==> config.mk <==
export PLATFORM = sky130hd
export DESIGN_NAME = ascii_control_frame_parser_unit
export DESIGN_NICKNAME = d
export VERILOG_FILES = /design/src/hw/rtl/acfp_pkg.sv /design/src/hw/rtl/acfp_core.sv /design/src/hw/rtl/ascii_control_frame_parser_unit.sv
export SDC_FILE = /design/constraint.sdc
export NUM_CORES = 1
export LEC_CHECK = 0
export BUFFER_PORTS_ARGS = -buffer_cell sky130_fd_sc_hd__buf_2
export CORE_MARGIN = 3
export CORE_UTILIZATION = 66
export DETAILED_ROUTE_END_ITERATION = 7
export MAX_ROUTING_LAYER = met4
export PLACE_DENSITY = 0.86
export SYNTH_ARGS = -nofsm -noshare
export SYNTH_HDL_FRONTEND = slang
export SYNTH_SLANG_ARGS = --single-unit
==> constraint.sdc <==
create_clock -name clk -period 5.43 [get_ports clk]
set_input_delay 0.543 -clock clk [delete_from_list [all_inputs] [get_ports clk]]
set_output_delay 0.543 -clock clk [all_outputs]
set_load 0.05 [all_outputs]
==> src/hw/rtl/acfp_pkg.sv <==
// Shared types, codes and constants of the ASCII control frame parser.
package acfp_pkg;

	// Frame buffer and token layout
	localparam int BUFFER_BYTES = 32;
	localparam int FIELD_COUNT  = 6;
	localparam int CNT_W        = $clog2(BUFFER_BYTES);
	localparam int IDX_W        = 3;
	localparam int ACC_W        = 17;
	localparam int CAL_LEN      = 18;
	localparam int CAL_W        = 5;

	// Framing characters
	localparam logic [7:0] CH_START = 8'h24;
	localparam logic [7:0] CH_END   = 8'h23;
	localparam logic [7:0] CH_SEP   = 8'h3B;
	localparam logic [7:0] CH_NUL   = 8'h00;
	localparam logic [7:0] CH_SPACE = 8'h20;
	localparam logic [7:0] CH_TAB   = 8'h09;
	localparam logic [7:0] CH_CR    = 8'h0D;
	localparam logic [7:0] CH_PLUS  = 8'h2B;
	localparam logic [7:0] CH_MINUS = 8'h2D;
	localparam logic [7:0] CH_ZERO  = 8'h30;
	localparam logic [7:0] CH_NINE  = 8'h39;

	// Operating modes
	localparam logic [1:0] MODE_STANDALONE = 2'd0;
	localparam logic [1:0] MODE_MASTER     = 2'd1;
	localparam logic [1:0] MODE_SLAVE      = 2'd2;
	localparam logic [1:0] MODE_NONE       = 2'd3;

	// Configuration register indexes
	localparam logic [1:0] REG_OP_MODE     = 2'd0;
	localparam logic [1:0] REG_DBG_MIN     = 2'd1;
	localparam logic [1:0] REG_DBG_MAX_LOC = 2'd2;
	localparam logic [1:0] REG_DBG_MAX_MST = 2'd3;

	// Result status codes
	localparam logic [1:0] ST_PENDING = 2'd0;
	localparam logic [1:0] ST_ACCEPT  = 2'd1;
	localparam logic [1:0] ST_REJECT  = 2'd2;

	// Token parse phases
	localparam logic [1:0] PH_BETWEEN = 2'd0;
	localparam logic [1:0] PH_BLANK   = 2'd1;
	localparam logic [1:0] PH_NUMBER  = 2'd2;
	localparam logic [1:0] PH_SKIP    = 2'd3;

	typedef struct packed {
		logic [1:0] op_mode;
		logic [3:0] dbg_min;
		logic [3:0] dbg_max_loc;
		logic [3:0] dbg_max_mst;
	} cfg_t;

	// Packed so that the layout matches the output beat from bit 0 up
	typedef struct packed {
		logic [4:0] flags;
		logic [3:0] debug_mode;
		logic       ctrl_valid;
		logic       calib_request;
		logic [1:0] status;
	} res_t;

	// Characters of the calibration command
	function automatic logic [7:0] cal_char(input logic [CAL_W-1:0] pos);
		logic [7:0] ch;
		unique case (pos)
			5'd0:  ch = "T";
			5'd1:  ch = "R";
			5'd2:  ch = "I";
			5'd3:  ch = "G";
			5'd4:  ch = "G";
			5'd5:  ch = "E";
			5'd6:  ch = "R";
			5'd7:  ch = "C";
			5'd8:  ch = "A";
			5'd9:  ch = "L";
			5'd10: ch = "I";
			5'd11: ch = "B";
			5'd12: ch = "R";
			5'd13: ch = "A";
			5'd14: ch = "T";
			5'd15: ch = "I";
			5'd16: ch = "O";
			5'd17: ch = "N";
			default: ch = 8'h00;
		endcase
		return ch;
	endfunction

endpackage

==> src/hw/rtl/acfp_core.sv <==
// Frame state, token conversion and control word update for one byte per cycle in which step is high.
module acfp_core import acfp_pkg::*; (
	input  logic       clk,
	input  logic       arst_n,
	input  logic       step,
	input  logic [7:0] rx_byte,
	input  logic       link,
	input  cfg_t       cfg,
	output res_t       res
);

	// Frame and token state
	logic             active_q, active_d;
	logic [CNT_W-1:0] cnt_q, cnt_d;
	logic [IDX_W-1:0] idx_q, idx_d;
	logic [1:0]       phase_q, phase_d;
	logic             neg_q, neg_d;
	logic [ACC_W-1:0] acc_q, acc_d;
	logic             ovf_q, ovf_d;
	logic             in_range_q, in_range_d;
	logic [3:0]       pdebug_q, pdebug_d;
	logic [4:0]       pflags_q, pflags_d;
	logic [CAL_W-1:0] cal_pos_q, cal_pos_d;
	logic             cal_ok_q, cal_ok_d;
	logic [3:0]       hdebug_q, hdebug_d;
	logic [4:0]       hflags_q, hflags_d;
	logic             hvalid_q, hvalid_d;

	// Token finish results
	logic             fin_ok;
	logic [IDX_W-1:0] fin_idx;
	logic             fin_range;
	logic [3:0]       fin_debug;
	logic [4:0]       fin_flags;
	logic [2:0]       flag_sel;

	logic             allowed;
	logic             is_blank, is_digit;
	logic [3:0]       digit;
	logic [ACC_W+3:0] acc_x10;
	logic             do_clear;
	logic             cal_hit;
	logic [3:0]       dmax;
	logic             frame_ok;
	logic [IDX_W-1:0] e_idx;
	logic             e_range;
	logic [3:0]       e_debug;
	logic [4:0]       e_flags;
	logic [1:0]       status;
	logic             calib;

	// Classify the character
	assign is_blank = (rx_byte == CH_SPACE) || (rx_byte >= CH_TAB && rx_byte <= CH_CR);
	assign is_digit = (rx_byte >= CH_ZERO) && (rx_byte <= CH_NINE);
	assign digit    = 4'(rx_byte - CH_ZERO);
	assign acc_x10  = {1'b0, acc_q, 3'b000} + {3'b000, acc_q, 1'b0} + {17'd0, digit};
	assign allowed  = link ? (cfg.op_mode == MODE_SLAVE)
	                       : (cfg.op_mode == MODE_STANDALONE || cfg.op_mode == MODE_MASTER);

	// Close the current token: range check and store into the pending word
	always_comb begin
		fin_ok    = !ovf_q && (acc_q == '0 || !neg_q)
		            && (acc_q <= ((idx_q == '0) ? ACC_W'(15) : ACC_W'(1)));
		fin_idx   = idx_q;
		fin_range = in_range_q;
		fin_debug = pdebug_q;
		fin_flags = pflags_q;
		flag_sel  = idx_q - 3'd1;
		if (idx_q < IDX_W'(FIELD_COUNT)) begin
			if (idx_q == '0) begin
				fin_debug = acc_q[3:0];
			end else if (fin_ok) begin
				fin_flags[flag_sel] = pflags_q[flag_sel] | acc_q[0];
			end
			if (!fin_ok) begin
				fin_range = 1'b0;
			end
			fin_idx = idx_q + 3'd1;
		end
	end

	// Pending word as seen at the end mark
	always_comb begin
		if (phase_q != PH_BETWEEN) begin
			e_idx   = fin_idx;
			e_range = fin_range;
			e_debug = fin_debug;
			e_flags = fin_flags;
		end else begin
			e_idx   = idx_q;
			e_range = in_range_q;
			e_debug = pdebug_q;
			e_flags = pflags_q;
		end
	end

	assign cal_hit  = cal_ok_q && (cal_pos_q == CAL_W'(CAL_LEN));
	assign dmax     = (cfg.op_mode == MODE_MASTER) ? cfg.dbg_max_mst : cfg.dbg_max_loc;
	assign frame_ok = (e_idx >= IDX_W'(FIELD_COUNT)) && e_range
	                  && (e_debug >= cfg.dbg_min) && (e_debug <= dmax);

	// Next state for one byte
	always_comb begin
		active_d   = active_q;
		cnt_d      = cnt_q;
		idx_d      = idx_q;
		phase_d    = phase_q;
		neg_d      = neg_q;
		acc_d      = acc_q;
		ovf_d      = ovf_q;
		in_range_d = in_range_q;
		pdebug_d   = pdebug_q;
		pflags_d   = pflags_q;
		cal_pos_d  = cal_pos_q;
		cal_ok_d   = cal_ok_q;
		hdebug_d   = hdebug_q;
		hflags_d   = hflags_q;
		hvalid_d   = hvalid_q;
		do_clear   = 1'b0;
		status     = ST_PENDING;
		calib      = 1'b0;

		if (step) begin
			if (!allowed) begin
				status = ST_REJECT;
			end else if (rx_byte == CH_START) begin
				do_clear = 1'b1;
				active_d = 1'b1;
			end else if (rx_byte == CH_END) begin
				if (active_q) begin
					if (cal_hit) begin
						if (cfg.op_mode == MODE_STANDALONE) begin
							status = ST_ACCEPT;
							calib  = 1'b1;
						end else begin
							status = ST_REJECT;
						end
					end else if (frame_ok) begin
						hdebug_d = e_debug;
						hflags_d = e_flags;
						hvalid_d = 1'b1;
						status   = ST_ACCEPT;
					end else begin
						hvalid_d = 1'b0;
						status   = ST_REJECT;
					end
				end
				active_d = 1'b0;
				do_clear = 1'b1;
			end else if (active_q && rx_byte != CH_NUL) begin
				if (cnt_q >= CNT_W'(BUFFER_BYTES - 1)) begin
					// Buffer full: drop the frame
					active_d = 1'b0;
					do_clear = 1'b1;
				end else begin
					cnt_d = cnt_q + CNT_W'(1);
					// Track the calibration command
					if (cal_ok_q && cal_pos_q < CAL_W'(CAL_LEN)
					    && rx_byte == cal_char(cal_pos_q)) begin
						cal_pos_d = cal_pos_q + CAL_W'(1);
					end else begin
						cal_ok_d = 1'b0;
					end
					if (rx_byte == CH_SEP) begin
						if (phase_q != PH_BETWEEN) begin
							idx_d      = fin_idx;
							in_range_d = fin_range;
							pdebug_d   = fin_debug;
							pflags_d   = fin_flags;
							phase_d    = PH_BETWEEN;
							neg_d      = 1'b0;
							acc_d      = '0;
							ovf_d      = 1'b0;
						end
					end else if (idx_q < IDX_W'(FIELD_COUNT)) begin
						// Convert the token character by character
						unique case (phase_q)
							PH_BETWEEN, PH_BLANK: begin
								if (is_blank) begin
									phase_d = PH_BLANK;
								end else if (rx_byte == CH_PLUS || rx_byte == CH_MINUS) begin
									neg_d   = (rx_byte == CH_MINUS);
									phase_d = PH_NUMBER;
								end else if (is_digit) begin
									acc_d   = ACC_W'(digit);
									phase_d = PH_NUMBER;
								end else begin
									phase_d = PH_SKIP;
								end
							end
							PH_NUMBER: begin
								if (is_digit) begin
									if (acc_x10 > (ACC_W+4)'({ACC_W{1'b1}})) begin
										ovf_d = 1'b1;
									end else begin
										acc_d = acc_x10[ACC_W-1:0];
									end
								end else begin
									phase_d = PH_SKIP;
								end
							end
							default: begin
								phase_d = phase_q;
							end
						endcase
					end
				end
			end
		end

		// Start a fresh frame
		if (do_clear) begin
			cnt_d      = '0;
			idx_d      = '0;
			phase_d    = PH_BETWEEN;
			neg_d      = 1'b0;
			acc_d      = '0;
			ovf_d      = 1'b0;
			in_range_d = 1'b1;
			pdebug_d   = '0;
			pflags_d   = '0;
			cal_pos_d  = '0;
			cal_ok_d   = 1'b1;
		end
	end

	// State registers
	always_ff @(posedge clk or negedge arst_n) begin
		if (!arst_n) begin
			active_q   <= 1'b0;
			cnt_q      <= '0;
			idx_q      <= '0;
			phase_q    <= PH_BETWEEN;
			neg_q      <= 1'b0;
			acc_q      <= '0;
			ovf_q      <= 1'b0;
			in_range_q <= 1'b1;
			pdebug_q   <= '0;
			pflags_q   <= '0;
			cal_pos_q  <= '0;
			cal_ok_q   <= 1'b1;
			hdebug_q   <= '0;
			hflags_q   <= '0;
			hvalid_q   <= 1'b0;
		end else begin
			active_q   <= active_d;
			cnt_q      <= cnt_d;
			idx_q      <= idx_d;
			phase_q    <= phase_d;
			neg_q      <= neg_d;
			acc_q      <= acc_d;
			ovf_q      <= ovf_d;
			in_range_q <= in_range_d;
			pdebug_q   <= pdebug_d;
			pflags_q   <= pflags_d;
			cal_pos_q  <= cal_pos_d;
			cal_ok_q   <= cal_ok_d;
			hdebug_q   <= hdebug_d;
			hflags_q   <= hflags_d;
			hvalid_q   <= hvalid_d;
		end
	end

	// Result of this byte
	assign res.status        = status;
	assign res.calib_request = calib;
	assign res.ctrl_valid    = hvalid_d;
	assign res.debug_mode    = hdebug_d;
	assign res.flags         = hflags_d;

endmodule

==> src/hw/rtl/ascii_control_frame_parser_unit.sv <==
// Top level of the ASCII control frame parser: beat registers, config registers, checks.
//
// Usage:
//   Slave side takes one received byte per beat: s_tdata[7:0] is the byte,
//   s_tuser[0] the link it came from (0 serial, 1 I2C). Master side returns
//   exactly one result beat per input beat, in order, with the frame status,
//   the calibration pulse and the held control word.
//   Configuration is written through cfg_we/cfg_addr/cfg_wdata, one register
//   per cycle, while no beat is in flight.
// Pipeline and throughput:
//   A byte is parsed while it sits in the input register; its result beat is
//   then registered and offered on the master side. One beat is taken every
//   cycle unless the master side stalls; the frame state update is a closed loop.
// Reset:
//   arst_n clears the valid flags of both beat registers, the frame state and the held control
//   word; the mode register comes up as "not available" so no link is allowed.
// Stall:
//   While the master side is stalled the result holds, the input register
//   keeps its byte, and s_tready drops once both registers are full.
module ascii_control_frame_parser_unit import acfp_pkg::*; (
	input  logic        clk,
	input  logic        arst_n,
	input  logic        s_tvalid,
	output logic        s_tready,
	input  logic [7:0]  s_tdata,   // [7:0] rx_byte
	input  logic [0:0]  s_tuser,   // [0] link
	output logic        m_tvalid,
	input  logic        m_tready,
	output logic [15:0] m_tdata,   // [1:0] status, [2] calib_request, [3] ctrl_valid,
	                               // [7:4] debug_mode, [8] watchdog_suppress,
	                               // [9] debugger_supply, [10] relay_one,
	                               // [11] relay_two, [12] relay_ext, [15:13] zero
	input  logic        cfg_we,
	input  logic [1:0]  cfg_addr,
	input  logic [3:0]  cfg_wdata
);

	cfg_t       cfg_q;
	logic       valid_s1;
	logic [7:0] byte_s1;
	logic       link_s1;
	logic       out_valid_q;
	res_t       out_q;
	res_t       res;
	logic       advance;

	// Configuration registers
	always_ff @(posedge clk or negedge arst_n) begin
		if (!arst_n) begin
			cfg_q.op_mode     <= MODE_NONE;
			cfg_q.dbg_min     <= 4'd0;
			cfg_q.dbg_max_loc <= 4'd3;
			cfg_q.dbg_max_mst <= 4'd7;
		end else if (cfg_we) begin
			unique case (cfg_addr)
				REG_OP_MODE:     cfg_q.op_mode     <= cfg_wdata[1:0];
				REG_DBG_MIN:     cfg_q.dbg_min     <= cfg_wdata;
				REG_DBG_MAX_LOC: cfg_q.dbg_max_loc <= cfg_wdata;
				REG_DBG_MAX_MST: cfg_q.dbg_max_mst <= cfg_wdata;
				default:         cfg_q             <= cfg_q;
			endcase
		end
	end

	// Advance the parse stage when the result register is free or drains
	assign advance  = !out_valid_q || m_tready;
	assign s_tready = !valid_s1 || advance;

	// Input register
	always_ff @(posedge clk or negedge arst_n) begin
		if (!arst_n) begin
			valid_s1 <= 1'b0;
		end else if (s_tready) begin
			valid_s1 <= s_tvalid;
		end
	end

	always_ff @(posedge clk) begin
		if (s_tvalid && s_tready) begin
			byte_s1 <= s_tdata;
			link_s1 <= s_tuser[0];
		end
	end

	acfp_core u_core (
		.clk     (clk),
		.arst_n  (arst_n),
		.step    (valid_s1 && advance),
		.rx_byte (byte_s1),
		.link    (link_s1),
		.cfg     (cfg_q),
		.res     (res)
	);

	// Result register
	always_ff @(posedge clk or negedge arst_n) begin
		if (!arst_n) begin
			out_valid_q <= 1'b0;
		end else if (advance) begin
			out_valid_q <= valid_s1;
		end
	end

	always_ff @(posedge clk) begin
		if (advance && valid_s1) begin
			out_q <= res;
		end
	end

	assign m_tvalid = out_valid_q;
	assign m_tdata  = {3'b000, out_q};

	// A calibration pulse only comes with an accepted frame
	assert property (@(posedge clk) disable iff (!arst_n)
		m_tvalid && out_q.calib_request |-> out_q.status == ST_ACCEPT)
		else $error("calibration pulse without accepted status");

	// Status never carries the unused code
	assert property (@(posedge clk) disable iff (!arst_n)
		m_tvalid |-> out_q.status <= ST_REJECT)
		else $error("undefined status code");

	// Back-pressure only when both registers are full and the sink stalls
	assert property (@(posedge clk) disable iff (!arst_n)
		!s_tready |-> valid_s1 && m_tvalid && !m_tready)
		else $error("input stalled without a full pipeline");

	// An accepted ordinary frame always leaves the control word valid
	assert property (@(posedge clk) disable iff (!arst_n)
		m_tvalid && out_q.status == ST_ACCEPT && !out_q.calib_request |-> out_q.ctrl_valid)
		else $error("accepted frame left control word invalid");

endmodule
==> impl_metrics.tcl, run 1 <==
set metrics [dict create \
    mappedNetlistArea_um2 6020 \
    worst_skew_pair.late_latency_ns 0.38 \
    post_layout_power_mw 1.55 \
    routabilityCongestion 0.894 \
    synth_area_leaders "dfrtp_1 26%, ha_1 12%, edfxtp_1 11%, mux2_2 6.5%, dfstp_2 3.9%" \
    cellLeakagePower_nw 3.03 \
    clock.fmax_mhz 250 \
    timing.critical_path.cells "inv_1 > fa_1 > fa_1 > nand2b_1 > a21oi_1 > o41a_1 > a31o_1 > a41oi_2 > xnor2_1 > nor3_4 > a21oi_2 > a22o_1" \
    postSynth.topFlopCell "dfrtp_1" \
    synth_async_sr_flop_share_pct 76.6 \
    synth_top_family_by_area "compound AO/OA/AOI/OAI gates" \
    antenna_found_initial 0 \
    post_cts_setup_buffer_count 0 \
    finalSetupTns_ns 0 \
    die-width_um 102 \
    nNetsFinal 692 \
    timing.max_cap.violations 0 \
    final_hold_viol_count 0 \
    ctsLongestPathBuffers 2 \
    synth_cell_types 66 \
    first_pass_grt_wire_length_um 21300 \
    hold-worst-slack_ns 0.328 \
    cellPowerDensity_nw_per_um2 241 \
    synth_compound_gate_area_share_pct 15.8 \
    synth.top_cell.area_share_pct 26.2 \
    cts_tree "built" \
    synth_edf_count 22 \
    placement.cell_area_um2 6230 \
    worst_slew_margin_rel_pct 34.6 \
    irDropWorstVdd_v 0.000219 \
    grt_max_degree 73 \
    buffer_ports.inserted 34 \
    share_of_final_layout_standard_cells_stronger_than_drive_strength_1_pct 17.9 \
    htree_num_levels 3 \
    synthSimpleGateAreaFrac_pct 14.7 \
    initial_utilization_pct 68.4 \
    syn2layout_area_growth_pct 6.77 \
    most_area_hungry_cell_type_in_the_yosys_netlist "dfrtp_1" \
    die-area_um2 10300 \
    routed_wire_length_per_instance_um 17.3 \
    worst_setup_path_start_kind "register" \
    die_h_um 102 \
    synthesis.instances 587 \
    cts_root_buffer "clkbuf_8" \
    cp_data_required_time_ns 5.74 \
    drt_pass1_iterations 5 \
    cts_made_buffers 9 \
    placementRows 34 \
    crit_path_top_delay_cell "a21oi_2" \
    postRouteWirelength_um 12600 \
    count_of_hold_buffers_inserted_by_post_cts_repair 0 \
    grt_pass1_vias 4565 \
    drc_violation_total_after_the_first_tritonroute_iteration 337 \
    worstHoldPathType "input pin to register" \
    rsz0062_at_grt "no" \
    worst-endpoint-arrival_ns 4.32 \
    endpoint_kind "register" \
    worst_path_largest_cell_delay_ns 0.66 \
    max_slew.worst_pin.slew_ns 0.969 \
    finalClockSkew_ns 0.0130 \
    drc_errors 0 \
    synthesis.area_per_instance_um2 10.3 \
    crit_top_cell "fa_1" \
    finalCriticalPeriod_ns 4.00 \
    grt_util_all_layers_pct 26.6 \
    final_area_um2 6430 \
    setup-violations-final 0 \
    critPathKind "register to register" \
    yosys_register_bits 94 \
    top_level_ports 38 \
    clock_pin_slew_on_the_worst_setup_and_hold_paths_ns 0.10 \
    run_status "complete, no violations" \
    finalCritPeriodShare_pct 73.7 \
    xor_xnor_portion_of_the_synthesized_cell_area_pct 3.49 \
    timing.final.max_slew_violations 0 \
    synth_mux_area_share_pct 8.91 \
    synth-warning-count 0 \
    detailed_place_hpwl_um 9390 \
    synth_seq_area_share_pct 41.1 \
    floorplan.core_area_um2 8810 \
    ant_nets 0 \
    gr-total-overflow 0 \
    dr_total_vias 4603 \
    diodes 0 \
    synth_fa_ha_area_share_pct 12.3 \
    critPathMaxFanout 17 \
    count_of_instances_resized_after_the_clock_tree_is_built 0 \
    vias_per_cell 6.33 \
    clock_sinks 94 \
]
[report_power, final]
group          switching, mW  internal, mW  total (mW)
clock                  0.283         0.182       0.465
combinational          0.155         0.104       0.259
sequential            0.0418         0.783       0.825
[worst max-delay path, delay by kind of cell (launching register included)]
| kind | cells | cell delay [ns] |
|---|---|---|
| adders and majority gates | 2 | 1.00 |
| DFF | 1 | 0.46 |
| xor gates and xnor gates | 1 | 0.31 |
| buffers and inverters | 1 | 0.15 |
| AOI/OAI and AO/OA | 6 | 1.73 |
| and+or+nand+nor | 2 | 0.29 |
[kinds of logic (layout without fill, tap and decap cells)]
| family | after synthesis | in the layout |
|---|---|---|
| AND/OR/NAND/NOR | 173 | 173 |
| AO/OA/AOI/OAI | 139 | 139 |
| flip-flops | 94 | 94 |
| adder cells (fa/ha/maj) | 58 | 58 |
| buffers and inverters | 50 | 80 |
| multiplexers | 48 | 48 |
| XOR/XNOR | 24 | 24 |
| other | 1 | 3 |
[area by class of cell]
cell class	count	area [um2]
Multi-Input combinational cell	445	3340
Sequential cell	94	2470
Fill cell	614	2380
Timing Repair Buffer	35	178
Tap cell	108	135
Clock buffer	9	124
Inverter	29	109
Clock inverter	7	73.8
[worst paths after layout]
check                                         from                  end  slack [ns]  cells after the start
worst max-delay path                    byte_s1[3]     u_core.acc_q[15]        1.43                     12
worst min-delay path                       s_tuser              link_s1        0.33                      1
worst max register to register          byte_s1[3]     u_core.acc_q[15]        1.43                     12
worst min register to register  u_core.pdebug_q[3]   u_core.pdebug_q[3]        0.47                      2
max in group asynchronous                   arst_n  u_core.cal_pos_q[4]        4.49                      2
min in group asynchronous                   arst_n   u_core.hflags_q[1]        0.36                      2
[per-layer routing]
layer / up-vias / part of all wire [%] / GRT usage, %
met4: 0 / 2.0 / 8.69
met3: 28 / 4.1 / 4.89
met1: 2243 / 43 / 33.1
li1: 2213 / - / -
met2: 119 / 51 / 44.1
met5: - / 0 / -
[flip-flops by register name (all words and copies together) (netlist names), 2 cells and up]
signal,count
u_core.acc_q,17
cfg_q,14
m_tdata,13
byte_s1,8
u_core.cal_pos_q,5
u_core.cnt_q,5
u_core.hflags_q,5
u_core.pflags_q,5
u_core.hdebug_q,4
u_core.pdebug_q,4
u_core.idx_q,3
u_core.phase_q,2
[Yosys cell counts (all sizes together), types with 16 or more instances]
cell / n
ha: 56
xnor2: 16
o21ai: 32
a22o: 16
mux2: 35
nor2: 36
inv: 29
nand3: 18
nand2: 48
a21oi: 33
dfrtp: 63
edfxtp: 22
[placed cells by master, fill, tap and decap left out, types with 22 or more instances in the layout]
cell,n
a21oi_1,30
dfrtp_1,63
edfxtp_1,22
mux2_2,35
buf_2,34
ha_1,56
nand2_1,48
nor2_1,35
inv_1,29
o21ai_0,31
[per-stage QoR]
stage / utilization, % / std cells / setup slack (ns)
floorplan: - / 589 / 1.82
global placement: 70.8 / 711 / 1.59
detailed placement: 70.8 / 711 / 1.44
CTS: 73.0 / 727 / 1.41
global route: 73.0 / 727 / 1.10
finish: 73.0 / 727 / 1.43
Note: power is estimated with default switching activity, not from simulation.
==> run 2, diff against run 1 <==
CORE_UTILIZATION = 62   (was 66)
PLACE_DENSITY = 0.81   (was 0.86)
clock period = 3.8 ns   (was 5.43 ns; I/O delays follow)
==> run 2 against run 1 <==
Critical path depth grew 1. Register-to-register slack lost 1.2 ns. Worst setup slack lost 1.2 ns. Combinational power grew 53%. Clock skew grew 0.0012 ns. Sequential share of layout area shrank 0.95 points. Clock power grew 37%. Global-route usage shrank 1.4 points. Largest cell class unchanged. Sequential cell count is the same. Cell count grew 5.0%. Via count grew 0.24%. Design area grew 2.5%. Highest routed layer unchanged.
==> impl_metrics.tcl, run 2 (synthesized netlist as in run 1, its figures left out) <==
set metrics [dict create \
    count_of_hold_buffers_inserted_by_post_cts_repair 0 \
    diodes 0 \
    clock_sinks 94 \
    timing.final.max_slew_violations 0 \
    buffer_ports.inserted 34 \
    place_inst 747 \
    run_status "complete, no violations" \
    syn2layout_area_growth_pct 9.47 \
    antenna_found_initial 0 \
    die-width_um 105 \
    ctsLongestPathBuffers 2 \
    cts_root_buffer "clkbuf_8" \
    worst_slew_margin_rel_pct 35.3 \
    post_cts_setup_buffer_count 0 \
    drc_errors 0 \
    cp_data_required_time_ns 4.10 \
    endpoint_kind "register" \
    htree_num_levels 3 \
    ant_nets 0 \
    fill_count 714 \
    floorplan.core_area_um2 9330 \
    share_of_final_layout_standard_cells_stronger_than_drive_strength_1_pct 20.5 \
    finalCritPeriodShare_pct 95.3 \
    worst-endpoint-arrival_ns 3.93 \
    grt_max_degree 42 \
    count_of_instances_resized_after_the_clock_tree_is_built 0 \
    routed_wire_length_per_instance_um 17.0 \
    multiInputGateArea_um2 3360 \
    critPathMaxFanout 13 \
    worstHoldPathType "input pin to async pin" \
    first_pass_grt_wire_length_um 22000 \
    cellLeakagePower_nw 3.11 \
    grt_util_all_layers_pct 25.2 \
    placementRows 35 \
    nNetsFinal 707 \
    critPathKind "register to register" \
    clock_pin_slew_on_the_worst_setup_and_hold_paths_ns 0.10 \
    cellPowerDensity_nw_per_um2 334 \
    final_common_cell "dfrtp_1" \
    final_hold_viol_count 0 \
    top_level_ports 38 \
    clock.fmax_mhz 276 \
    die_h_um 105 \
    timing.max_cap.violations 0 \
    worst_skew_pair.late_latency_ns 0.36 \
    top_register "u_core.acc_q" \
    ff_latch_area_um2 2470 \
    vias_per_cell 6.05 \
    cts_tree "built" \
    irDropWorstVdd_v 0.000300 \
    fin_cells 763 \
    dr_total_vias 4614 \
    cts_made_buffers 9 \
    postRouteWirelength_um 13000 \
    detailed_place_hpwl_um 9750 \
    die-area_um2 10900 \
    finalClockSkew_ns 0.0142 \
    layout.cells.most_common_list "63 x dfrtp_1, 56 x ha_1, 48 x nand2_1" \
    worst_case_setup_slack_after_placement_ns 0.141 \
    initial_utilization_pct 64.6 \
    largest_reg_flops 17 \
    layout_setup_ws_ns 0.178 \
    setup-violations-final 0 \
    drc_violation_total_after_the_first_tritonroute_iteration 244 \
    gr-total-overflow 0 \
    routabilityCongestion 0.901 \
    drt_pass1_iterations 5 \
    grt_pass1_vias 4632 \
    max_slew.worst_pin.slew_ns 0.971 \
    worst_setup_path_start_kind "register" \
    finalCriticalPeriod_ns 3.62 \
]
==> run 2: layout make-up <==
cell class | instances | share of cell area, %
Clock buffer | 9 | 1.88
Clock inverter | 7 | 0.930
Inverter | 29 | 1.65
Multi-Input combinational cell | 445 | 51.0
Sequential cell | 94 | 37.5
Tap cell | 129 | 2.45
Timing Repair Buffer | 50 | 4.59
==> run 2: path summary, 6_finish.rpt <==
check                                start                  to  slack [ns]  cells past startpoint
setup / recovery           u_core.acc_q[1]     u_core.acc_q[8]        0.18                     13
hold / removal                      arst_n  u_core.hflags_q[2]        0.17                      1
setup reg to reg           u_core.acc_q[1]     u_core.acc_q[8]        0.18                     13
hold reg to reg            u_core.cal_ok_q     u_core.cal_ok_q        0.48                      2
max in group asynchronous           arst_n   u_core.in_range_q        2.76                      2
min in group clk                   s_tuser             link_s1        0.19                      1
==> run 2: metrics by stage <==
step	util, %	setup TNS, ns	hold slack, ns	power [mW]	instance area (um2)
floorplan	-	0	0.0844	1.46	6030
global placement	68.4	0	0.445	1.56	6380
detailed placement	68.4	0	0.456	1.58	6380
CTS	70.4	0	0.174	2.22	6570
global route	70.7	-0.180	0.157	2.32	6590
finish	70.7	0	0.166	2.20	6590
==> run 2: power by group <==
group | total (mW) | internal, mW | switching, mW
logic | 0.397 | 0.161 | 0.236
clock network | 0.638 | 0.254 | 0.384
registers | 1.17 | 1.12 | 0.0509
==> run 2: metal layers <==
layer	vias to the layer above	GRT usage (%)	share of wire (%)	wire length (um)
met1	2261	32.2	44	5770
li1	2235	-	-	-
met4	0	7.03	1.1	144
met2	104	41.9	51	6580
met3	14	3.95	3.9	507
met5	-	-	0	0
==> run 2: worst max-delay path, stage by stage (launching register included) <==
cell and delay, ns:
dfrtp_1 0.49, ha_1 0.33, ha_1 0.21, inv_1 0.07, fa_1 0.39, nand2b_1 0.20
a21oi_1 0.25, o41a_1 0.21, a31o_1 0.21, a41oi_2 0.14, xnor2_1 0.22, nor3_4 0.25
and4b_4 0.39, a32o_1 0.20
